<file path="config.mk">
export PLATFORM = sky130hd
export DESIGN_NAME = scanline_line_edge_locator_unit
export DESIGN_NICKNAME = d
export VERILOG_FILES = /design/src/rtl/sle_pkg.sv /design/src/rtl/scanline_line_edge_locator_unit.sv
export SDC_FILE = /design/constraint.sdc
export NUM_CORES = 1
export LEC_CHECK = 0
export ABC_AREA = 1
export BUFFER_PORTS_ARGS = -buffer_cell sky130_fd_sc_hd__buf_2
export CAP_MARGIN = 20
export CELL_PAD_IN_SITES_DETAIL_PLACEMENT = 0
export CELL_PAD_IN_SITES_GLOBAL_PLACEMENT = 1
export CORE_MARGIN = 2
export CORE_UTILIZATION = 49
export CTS_BUF_LIST = sky130_fd_sc_hd__clkbuf_4 sky130_fd_sc_hd__clkbuf_8 sky130_fd_sc_hd__clkbuf_16
export CTS_CLUSTER_SIZE = 25
export DETAILED_ROUTE_END_ITERATION = 10
export PLACE_DENSITY_LB_ADDON = 0.1
export SLEW_MARGIN = 20
export SYNTH_ARGS = -nofsm -noshare
export SYNTH_HDL_FRONTEND = slang
export SYNTH_SLANG_ARGS = --single-unit
</file>
<file path="constraint.sdc">
create_clock -name clk -period 10.05 [get_ports clk]
set_input_delay 1.5075 -clock clk [delete_from_list [all_inputs] [get_ports clk]]
set_output_delay 1.5075 -clock clk [all_outputs]
set_load 0.02 [all_outputs]
</file>
<file path="src/rtl/sle_pkg.sv">
// Shared types and constants for the scan-line edge locator.
package sle_pkg;

	localparam int PIXEL_W  = 8;
	localparam int SLOPE_W  = 9;
	localparam int WIDTH_W  = 11;
	localparam int COLUMN_W = 10;
	localparam int PADDR_W  = 3;
	localparam int PDATA_W  = 32;

	localparam logic [COLUMN_W-1:0] COLUMN_LIMIT = 10'd1023;
	localparam logic [WIDTH_W-1:0]  WIDTH_RESET  = 11'd640;

	// Register index decoded from paddr[2]
	localparam logic REG_IMAGE_WIDTH = 1'b0;

	typedef logic signed [SLOPE_W-1:0] slope_t;

	typedef enum logic [1:0] {
		EDGE_BOTH  = 2'd0,
		EDGE_RIGHT = 2'd1,
		EDGE_LEFT  = 2'd2
	} edge_case_t;

endpackage

</file>
<file path="src/rtl/scanline_line_edge_locator_unit.sv">
// Scan-line edge locator: slope extremes per row and line column at row end.
//
// Usage: pixels of one row enter on the pixel channel (pixel, row_end with
// pixel_valid / pixel_stall), one per transfer, row_end high on the last
// pixel. Each row end yields one transfer on the result channel
// (line_column, edge_case with result_valid / result_stall); other pixels
// yield nothing. The extremes of the first row after reset become the
// reference for the weak-edge tests of every later row.
// Throughput: one pixel per cycle while pixel_stall is low. The forward
// difference and both extreme trackers are updated from the input
// register, which is the loop that sets this rate.
// A row_end pixel reaches the result channel through the input register,
// the row snapshot and the result register.
// The receiver may stall freely: pixels keep flowing while a result waits,
// and pixel_stall rises only when a second row end would overrun the
// snapshot stage behind a held result.
// Reset clears all tracking state, the reference and image_width (640).
// The APB port holds image_width at address 0; pready is always high.
module scanline_line_edge_locator_unit
	import sle_pkg::*;
#(
	parameter int MAX_WIDTH = 1024
) (
	input  logic                clk,
	input  logic                arst_n,
	// pixel channel
	input  logic                pixel_valid,
	output logic                pixel_stall,
	input  logic [PIXEL_W-1:0]  pixel,
	input  logic                row_end,
	// result channel
	output logic                result_valid,
	input  logic                result_stall,
	output logic [COLUMN_W-1:0] line_column,
	output logic [1:0]          edge_case,
	// configuration port
	input  logic                psel,
	input  logic                penable,
	input  logic                pwrite,
	input  logic [PADDR_W-1:0]  paddr,
	input  logic [PDATA_W-1:0]  pwdata,
	output logic [PDATA_W-1:0]  prdata,
	output logic                pready
);

	localparam int POS_W = $clog2(MAX_WIDTH);
	localparam int SUM_W = ((POS_W > WIDTH_W) ? POS_W : WIDTH_W) + 1;
	localparam logic [POS_W-1:0] COL_MAX = POS_W'(MAX_WIDTH - 1);

	typedef struct packed {
		slope_t           lo;
		logic [POS_W-1:0] lo_pos;
		slope_t           hi;
		logic [POS_W-1:0] hi_pos;
	} ext_t;

	// One slot into the extremes; earliest position wins a tie
	function automatic ext_t take_slot(ext_t cur, slope_t d, logic [POS_W-1:0] pos);
		ext_t nxt;
		nxt = cur;
		if (pos == '0) begin
			nxt.lo     = d;
			nxt.hi     = d;
			nxt.lo_pos = '0;
			nxt.hi_pos = '0;
		end else begin
			if (d < cur.lo) begin
				nxt.lo     = d;
				nxt.lo_pos = pos;
			end
			if (d > cur.hi) begin
				nxt.hi     = d;
				nxt.hi_pos = pos;
			end
		end
		return nxt;
	endfunction

	// configuration register
	logic [WIDTH_W-1:0] image_width_q;
	logic               cfg_write;

	assign pready    = 1'b1;
	assign cfg_write = psel && penable && pwrite && pready;

	always_ff @(posedge clk or negedge arst_n) begin
		if (!arst_n) begin
			image_width_q <= WIDTH_RESET;
		end else if (cfg_write && paddr[2] == REG_IMAGE_WIDTH) begin
			image_width_q <= pwdata[WIDTH_W-1:0];
		end
	end

	always_comb begin
		prdata = '0;
		if (paddr[2] == REG_IMAGE_WIDTH) begin
			prdata = PDATA_W'(image_width_q);
		end
	end

	// flow control through the three stages
	logic valid_s1, valid_s2, result_valid_q;
	logic row_end_s1;
	logic out_free, s2_free, s1_fire, s1_free, s2_fire, pixel_take;

	assign out_free    = !result_valid_q || !result_stall;
	assign s2_free     = !valid_s2 || out_free;
	assign s2_fire     = valid_s2 && out_free;
	assign s1_fire     = valid_s1 && (!row_end_s1 || s2_free);
	assign s1_free     = !valid_s1 || s1_fire;
	assign pixel_stall = !s1_free;
	assign pixel_take  = pixel_valid && s1_free;

	// input register
	logic [PIXEL_W-1:0] pixel_s1;

	always_ff @(posedge clk or negedge arst_n) begin
		if (!arst_n) begin
			valid_s1 <= 1'b0;
		end else if (s1_free) begin
			valid_s1 <= pixel_valid;
		end
	end

	always_ff @(posedge clk) begin
		if (pixel_take) begin
			pixel_s1   <= pixel;
			row_end_s1 <= row_end;
		end
	end

	// slope tracking state
	logic [PIXEL_W-1:0] prev_q;
	logic [POS_W-1:0]   col_q;
	ext_t               ext_q;
	slope_t             ref_lo_q, ref_hi_q;
	logic               ref_taken_q;

	slope_t d_s1;
	ext_t   ext_mid, ext_end;

	always_comb begin
		d_s1    = slope_t'({1'b0, pixel_s1}) - slope_t'({1'b0, prev_q});
		ext_mid = ext_q;
		if (col_q != '0) begin
			ext_mid = take_slot(ext_q, d_s1, col_q - POS_W'(1));
		end
		ext_end = take_slot(ext_mid, '0, col_q);
	end

	always_ff @(posedge clk or negedge arst_n) begin
		if (!arst_n) begin
			prev_q      <= '0;
			col_q       <= '0;
			ext_q       <= '0;
			ref_lo_q    <= '0;
			ref_hi_q    <= '0;
			ref_taken_q <= 1'b0;
		end else if (s1_fire) begin
			prev_q <= pixel_s1;
			if (row_end_s1) begin
				col_q <= '0;
				ext_q <= ext_end;
				if (!ref_taken_q) begin
					ref_lo_q    <= ext_end.lo;
					ref_hi_q    <= ext_end.hi;
					ref_taken_q <= 1'b1;
				end
			end else begin
				ext_q <= ext_mid;
				if (col_q < COL_MAX) begin
					col_q <= col_q + POS_W'(1);
				end
			end
		end
	end

	// row snapshot
	ext_t   ext_s2;
	slope_t ref_lo_s2, ref_hi_s2;

	always_ff @(posedge clk or negedge arst_n) begin
		if (!arst_n) begin
			valid_s2 <= 1'b0;
		end else if (s2_free) begin
			valid_s2 <= s1_fire && row_end_s1;
		end
	end

	always_ff @(posedge clk) begin
		if (s1_fire && row_end_s1) begin
			ext_s2    <= ext_end;
			ref_lo_s2 <= ref_taken_q ? ref_lo_q : ext_end.lo;
			ref_hi_s2 <= ref_taken_q ? ref_hi_q : ext_end.hi;
		end
	end

	// line column and edge case
	logic signed [SLOPE_W:0] lo_x2, hi_x2, ref_lo_x, ref_hi_x;
	logic                    weak_fall, weak_rise;
	logic [SUM_W-1:0]        sum, half;
	logic [COLUMN_W-1:0]     column;
	edge_case_t              edge_sel;

	always_comb begin
		lo_x2     = {ext_s2.lo, 1'b0};
		hi_x2     = {ext_s2.hi, 1'b0};
		ref_lo_x  = {ref_lo_s2[SLOPE_W-1], ref_lo_s2};
		ref_hi_x  = {ref_hi_s2[SLOPE_W-1], ref_hi_s2};
		weak_fall = lo_x2 > ref_lo_x;
		weak_rise = hi_x2 < ref_hi_x;
		if (weak_fall) begin
			sum      = SUM_W'(ext_s2.hi_pos) + SUM_W'(image_width_q);
			edge_sel = EDGE_RIGHT;
		end else if (weak_rise) begin
			sum      = SUM_W'(ext_s2.lo_pos);
			edge_sel = EDGE_LEFT;
		end else begin
			sum      = SUM_W'(ext_s2.lo_pos) + SUM_W'(ext_s2.hi_pos);
			edge_sel = EDGE_BOTH;
		end
		half   = sum >> 1;
		column = (half > SUM_W'(COLUMN_LIMIT)) ? COLUMN_LIMIT : half[COLUMN_W-1:0];
	end

	// result register
	logic [COLUMN_W-1:0] line_column_q;
	edge_case_t          edge_case_q;

	always_ff @(posedge clk or negedge arst_n) begin
		if (!arst_n) begin
			result_valid_q <= 1'b0;
		end else if (out_free) begin
			result_valid_q <= s2_fire;
		end
	end

	always_ff @(posedge clk) begin
		if (s2_fire) begin
			line_column_q <= column;
			edge_case_q   <= edge_sel;
		end
	end

	assign result_valid = result_valid_q;
	assign line_column  = line_column_q;
	assign edge_case    = edge_case_q;

endmodule
</file>
* Yosys cells after proc, flatten, opt, wreduce, memory -nomap -nowiden
Index checks and enable logic that the tools add are counted.
** Operators by class
- Bitwise gates (word level) :: 1
- $add $sub $neg :: 5
- Reductions and logical operators :: 23
- $lt $le $gt $ge :: 8
- Muxes and demuxes :: 16
** Operators with widths (count)
- 38-bit 2-to-1 mux :: 4
- 19-bit 2-to-1 mux :: 4
- 11-bit 2-to-1 mux :: 2
- 10-bit logical NOT :: 2
- 10-bit 2-to-1 mux :: 2
- 9-bit 2-to-1 mux :: 2
- 10-bit by 11-bit adder with 12-bit output :: 1
- 12-bit 2-to-1 mux :: 1
- 10-bit by 10-bit adder with 11-bit output :: 1
- 11-bit by 10-bit > comparator with 1-bit output, second input constant :: 1
- 10-bit by 1-bit adder with 10-bit output, second input constant :: 1
- 10-bit by 9-bit > comparator with 1-bit output :: 1
- 10-bit less-than comparator, second input constant :: 1
- 10-bit by 9-bit less-than comparator with 1-bit output :: 1
- 10-bit nonzero test :: 1
- 10-bit by 1-bit subtractor with 10-bit output, second input constant :: 1
- 1-bit by 9-bit > comparator with 1-bit output, first input constant :: 1
- 9-bit > comparator :: 1
- 1-bit by 9-bit less-than comparator with 1-bit output, first input constant :: 1
- 9-bit less-than comparator :: 1
- 8-bit by 8-bit subtractor with 9-bit output :: 1
- 1-bit logical AND :: 7
- 1-bit logical NOT :: 6
- 1-bit logical OR :: 4
- other kinds (4) :: 5
** Storage, ports and cells
- Output and inout port bits :: 47
- Input bits :: 51
- Word-level logic and storage cells :: 76
- Register bits :: 166

* Logic depth before layout (Yosys ltp)
- Depth in word-level cells :: 9
- Depth in mapped cells :: 36
- Gate-level depth less buffers :: 35

* Least setup slack after synthesis
OpenSTA, ideal clock, no wires.
- Path type :: reg2reg
- Start point :: register pixel_s1[0]
- End point :: register ext_s2[24] (netlist name) (data pin)
- Buffers on the path :: 1
- Setup time :: 259 ps
- Period minus slack after synthesis :: 4638 ps
- Arrival :: 4379 ps
- Slack :: 5412 ps
- Data required time :: 9791 ps
- Stages on the path, launching flop included :: 33
- Cells stage by stage :: edfxtp_1 -> inv_1 -> ha_1 -> inv_1 -> fa_1 -> a21oi_1 -> o21ai_0 -> nand2_1 -> nand2_1 -> nand2_1 -> nand3_1 -> nand2_1 -> inv_1 -> ha_1 -> a21oi_1 -> o21a_1 -> nand3_1 -> or2_2 -> nand2_1 -> nand2_2 -> nand2_2 -> buf_4 -> nand2_1 -> o21ai_2 -> nand2_1 -> nor2_1 -> nand4_1 -> ha_1 -> inv_1 -> nand2_1 -> clkinv_1 -> o21ai_0 -> inv_1
** RTL lines
- start: declaration :: line scanline_line_edge_locator_unit.sv:115 : logic [PIXEL_W-1:0] pixel_s1;
- start signal: assignment :: line scanline_line_edge_locator_unit.sv:127 : pixel_s1 <= pixel;
- end signal: assignment :: line scanline_line_edge_locator_unit.sv:192 : ext_s2 <= ext_end;
- end: declaration :: line scanline_line_edge_locator_unit.sv:179 : ext_t ext_s2;

==> flow_summary.ini <==
[floorplanning]
die_w_um = 149
die_area_sq_um = 22300
core_sq_um = 20900
rows = 53
start_util = 0.495
die_y_um = 149
ios = 98

[critical_path]
r2r.worst_path.cells = 31
r2r_end = ext_s2[23]$_DFFE_PP_
cp-start-kind = flop
reg2reg_slack_ps = 3610
setup.worst_path.start = pixel_s1[0]$_DFFE_PP_
worstSetupEndpointType = flop
slowest_delay_ps = 490
required_ps = 10220
crit_fanout = 15
crit_path_frequent_cell = nand2_1
worstPathArrival_ps = 6600
critPathSlowestCell = ha_1
r2r_start = pixel_s1[0]$_DFFE_PP_
worstSetupPathType = reg -> reg
worstSetupEndpoint = ext_s2[23]$_DFFE_PP_

[synth]
synthCells = 1270
ys_top_cells_by_area = edfxtp_1, dfrtp_1, nand2_1
netlist_area_sq_um = 10300
yosysTopAreaCellShare = 0.223
syn_avg_cell_area_sq_um = 8.15
ys_warn_count = 0
yosys_most_used_dff = dfrtp_1
synth_area_leader_cell = edfxtp_1
async_reset_ff_frac = 0.536
ys_seq_elements = 166
ys_seq_area_frac = 0.439
synthDistinctLibCells = 50
synth_edf_count = 77

[clock_network]
cts_tree = yes
insertion_delay_ps = 430
cts_resized = 0
postCtsHoldBufs = 0
postCtsSetupRepairBufs = 0
cts.path.max_buffers = 2
clkTransAtPathRegs_ps = 70
clkSinkCount = 166
cts_made_buffers = 17
htreeDepth = 4
cts_root_buffer = clkbuf_16

[sta]
skew_ps = 10.4
worst_slew_margin_rel = 0.301
worst_slew_pin_slew_ps = 1050
rsz0062_at_grt = false
max_freq_ghz = 0.155
finalCritPeriodShare = 0.640
finalSetupTns_ps = 0
hold_violations = 0
hold_slack_ps = 456
layout_min_cycle_time_ps = 6440
drv_slew = 0
setup_viol = 0

[drt]
antenna_left = 0
drc_errors = 0
drt_wl_total_um = 23700
vias = 8248
first_iter_violations = 541
wire_per_inst_um = 14.9
drtPass1Iterations = 5
vias_per_cell = 5.17

[power]
pwr-share-clk = 0.184
p_sw_uw = 1660
max-vdd-ir-drop_mv = 0.166
combPwrFrac = 0.532
power_density_nw_per_um2 = 315
seqPwrFrac = 0.284
intPower_uw = 1910
switching_share = 0.466
leakage_uw = 0.00567

[min_path]
whs_path_depth = 2
hold_class = reg -> reg

[outcome]
status = finished clean

[finish]
nets = 1428
diodes = 0
layoutNonFillerInstCount = 1596
drive_gt1_frac = 0.108
area_growth_pct = 9.47

[place]
dp.cells = 1564
place_congestion = 0.844
hpwlAfterDp_um = 17100
io_buffers = 52

[global_routing]
grt_max_degree = 80
track_usage = 0.225
gr-total-overflow = 0
antenna_found_initial = 0
grt_pass1_wl_um = 39400
grt_pass1_vias = 7857

[flow_run]
drv_cap = 0
cell usage after synthesis, drive strengths merged (11+ instances only):
library cell    n
nor2           84
nand4          11
edfxtp         77
nor3           16
o21ai          85
a22oi          15
o211ai         30
clkbuf         27
inv           206
ha             66
or2            11
buf            33
nand2         287
nand3          92
dfrtp          87
a21oi          70
cells by family (layout without fill, tap and decap cells):
| group | Yosys count | in the layout | synth area share |
|---|---|---|---|
| AO/OA/AOI/OAI | 240 | 240 | 0.138 |
| other | 2 | 22 | 0.000726 |
| buffers and inverters | 270 | 301 | 0.110 |
| adder cells (fa/ha/maj) | 69 | 69 | 0.0856 |
| XOR/XNOR | 14 | 14 | 0.0126 |
| AND/OR/NAND/NOR | 509 | 509 | 0.214 |
| flip-flops | 166 | 166 | 0.439 |
power groups by stage:
stage | clock network, uW | logic, uW | registers (uW)
2_1_floorplan | 0 | 1440 | 1020
4_1_cts | 674 | 1890 | 1020
3_3_place_gp | 0 | 1860 | 1020
5_1_grt | 699 | 2170 | 1030
3_5_place_dp | 0 | 1880 | 1030
6_report | 658 | 1900 | 1020
registers in the layout, indices dropped and copies added, names as in the netlist, 9 cells and up:
| signal | count |
|---|---|
| ext_s2 | 38 |
| col_q | 10 |
| ref_hi_q | 9 |
| ref_lo_s2 | 9 |
| ext_q | 38 |
| ref_hi_s2 | 9 |
| ref_lo_q | 9 |
| image_width_q | 11 |
| line_column | 10 |
metrics by stage:
stage | instance area [sq um] | power, uW | worst slack, ps | util
after floorplan | 10400 | 2460 | 5410 | -
after global placement | 10700 | 2890 | 3660 | 0.514
after detailed placement | 10700 | 2910 | 3660 | 0.514
after CTS | 11300 | 3580 | 3650 | 0.542
after global routing | 11300 | 3900 | 3220 | 0.542
final | 11300 | 3570 | 3610 | 0.542
routing by layer:
layer | vias to the layer above | share of wire | track usage
li1 | 4250 | - | -
met1 | 3804 | 0.51 | 0.323
met2 | 168 | 0.45 | 0.357
met3 | 26 | 0.032 | 0.0321
met4 | 0 | 0.015 | 0.0648
met5 | - | 0 | 0
area by class of cell:
| class | instances | area (sq um) |
|---|---|---|
| clock buffer | 17 | 425 |
| sequential | 166 | 4540 |
| fill | 2016 | 9560 |
| timing repair buffer | 59 | 315 |
| clock inverter | 15 | 163 |
| inverter | 210 | 788 |
| multi-input combinational | 854 | 4750 |
| tap | 275 | 344 |
layout by cell type (no fill, tap or decap), types with 17 or more instances in the layout:
cell type  Yosys  final
o211ai_1      30     30
o21ai_1       19     19
nand2_1      281    281
ha_1          66     66
o21ai_0       63     63
edfxtp_1      77     77
nor2_1        74     73
buf_2          3     51
inv_1        196    196
conb_1         2     22
dfrtp_1       87     87
clkbuf_16      0     17
nand3_1       87     87
a21oi_1       69     69
worst max-delay path: cells and delay by family (launching register included):
kind            cells  cell delay [ps]
flops               1              360
compound gates      5              990
buf+inv             6             1020
fa+ha+maj           4             1310
simple gates       16             2480
how the worst min path moves through the flow:
stage,to,from
5_1_grt,ref_hi_q[2]$_DFFE_PN0P_,ref_hi_q[2]$_DFFE_PN0P_
6_report,result_valid$_DFFE_PN0N_,valid_s2$_DFFE_PN0P_
2_1_floorplan,result_valid$_DFFE_PN0N_,valid_s2$_DFFE_PN0P_
3_5_place_dp,result_valid$_DFFE_PN0N_,valid_s2$_DFFE_PN0P_
3_3_place_gp,result_valid$_DFFE_PN0N_,valid_s2$_DFFE_PN0P_
4_1_cts,result_valid$_DFFE_PN0N_,valid_s2$_DFFE_PN0P_
(Power assumes the default switching activity.)
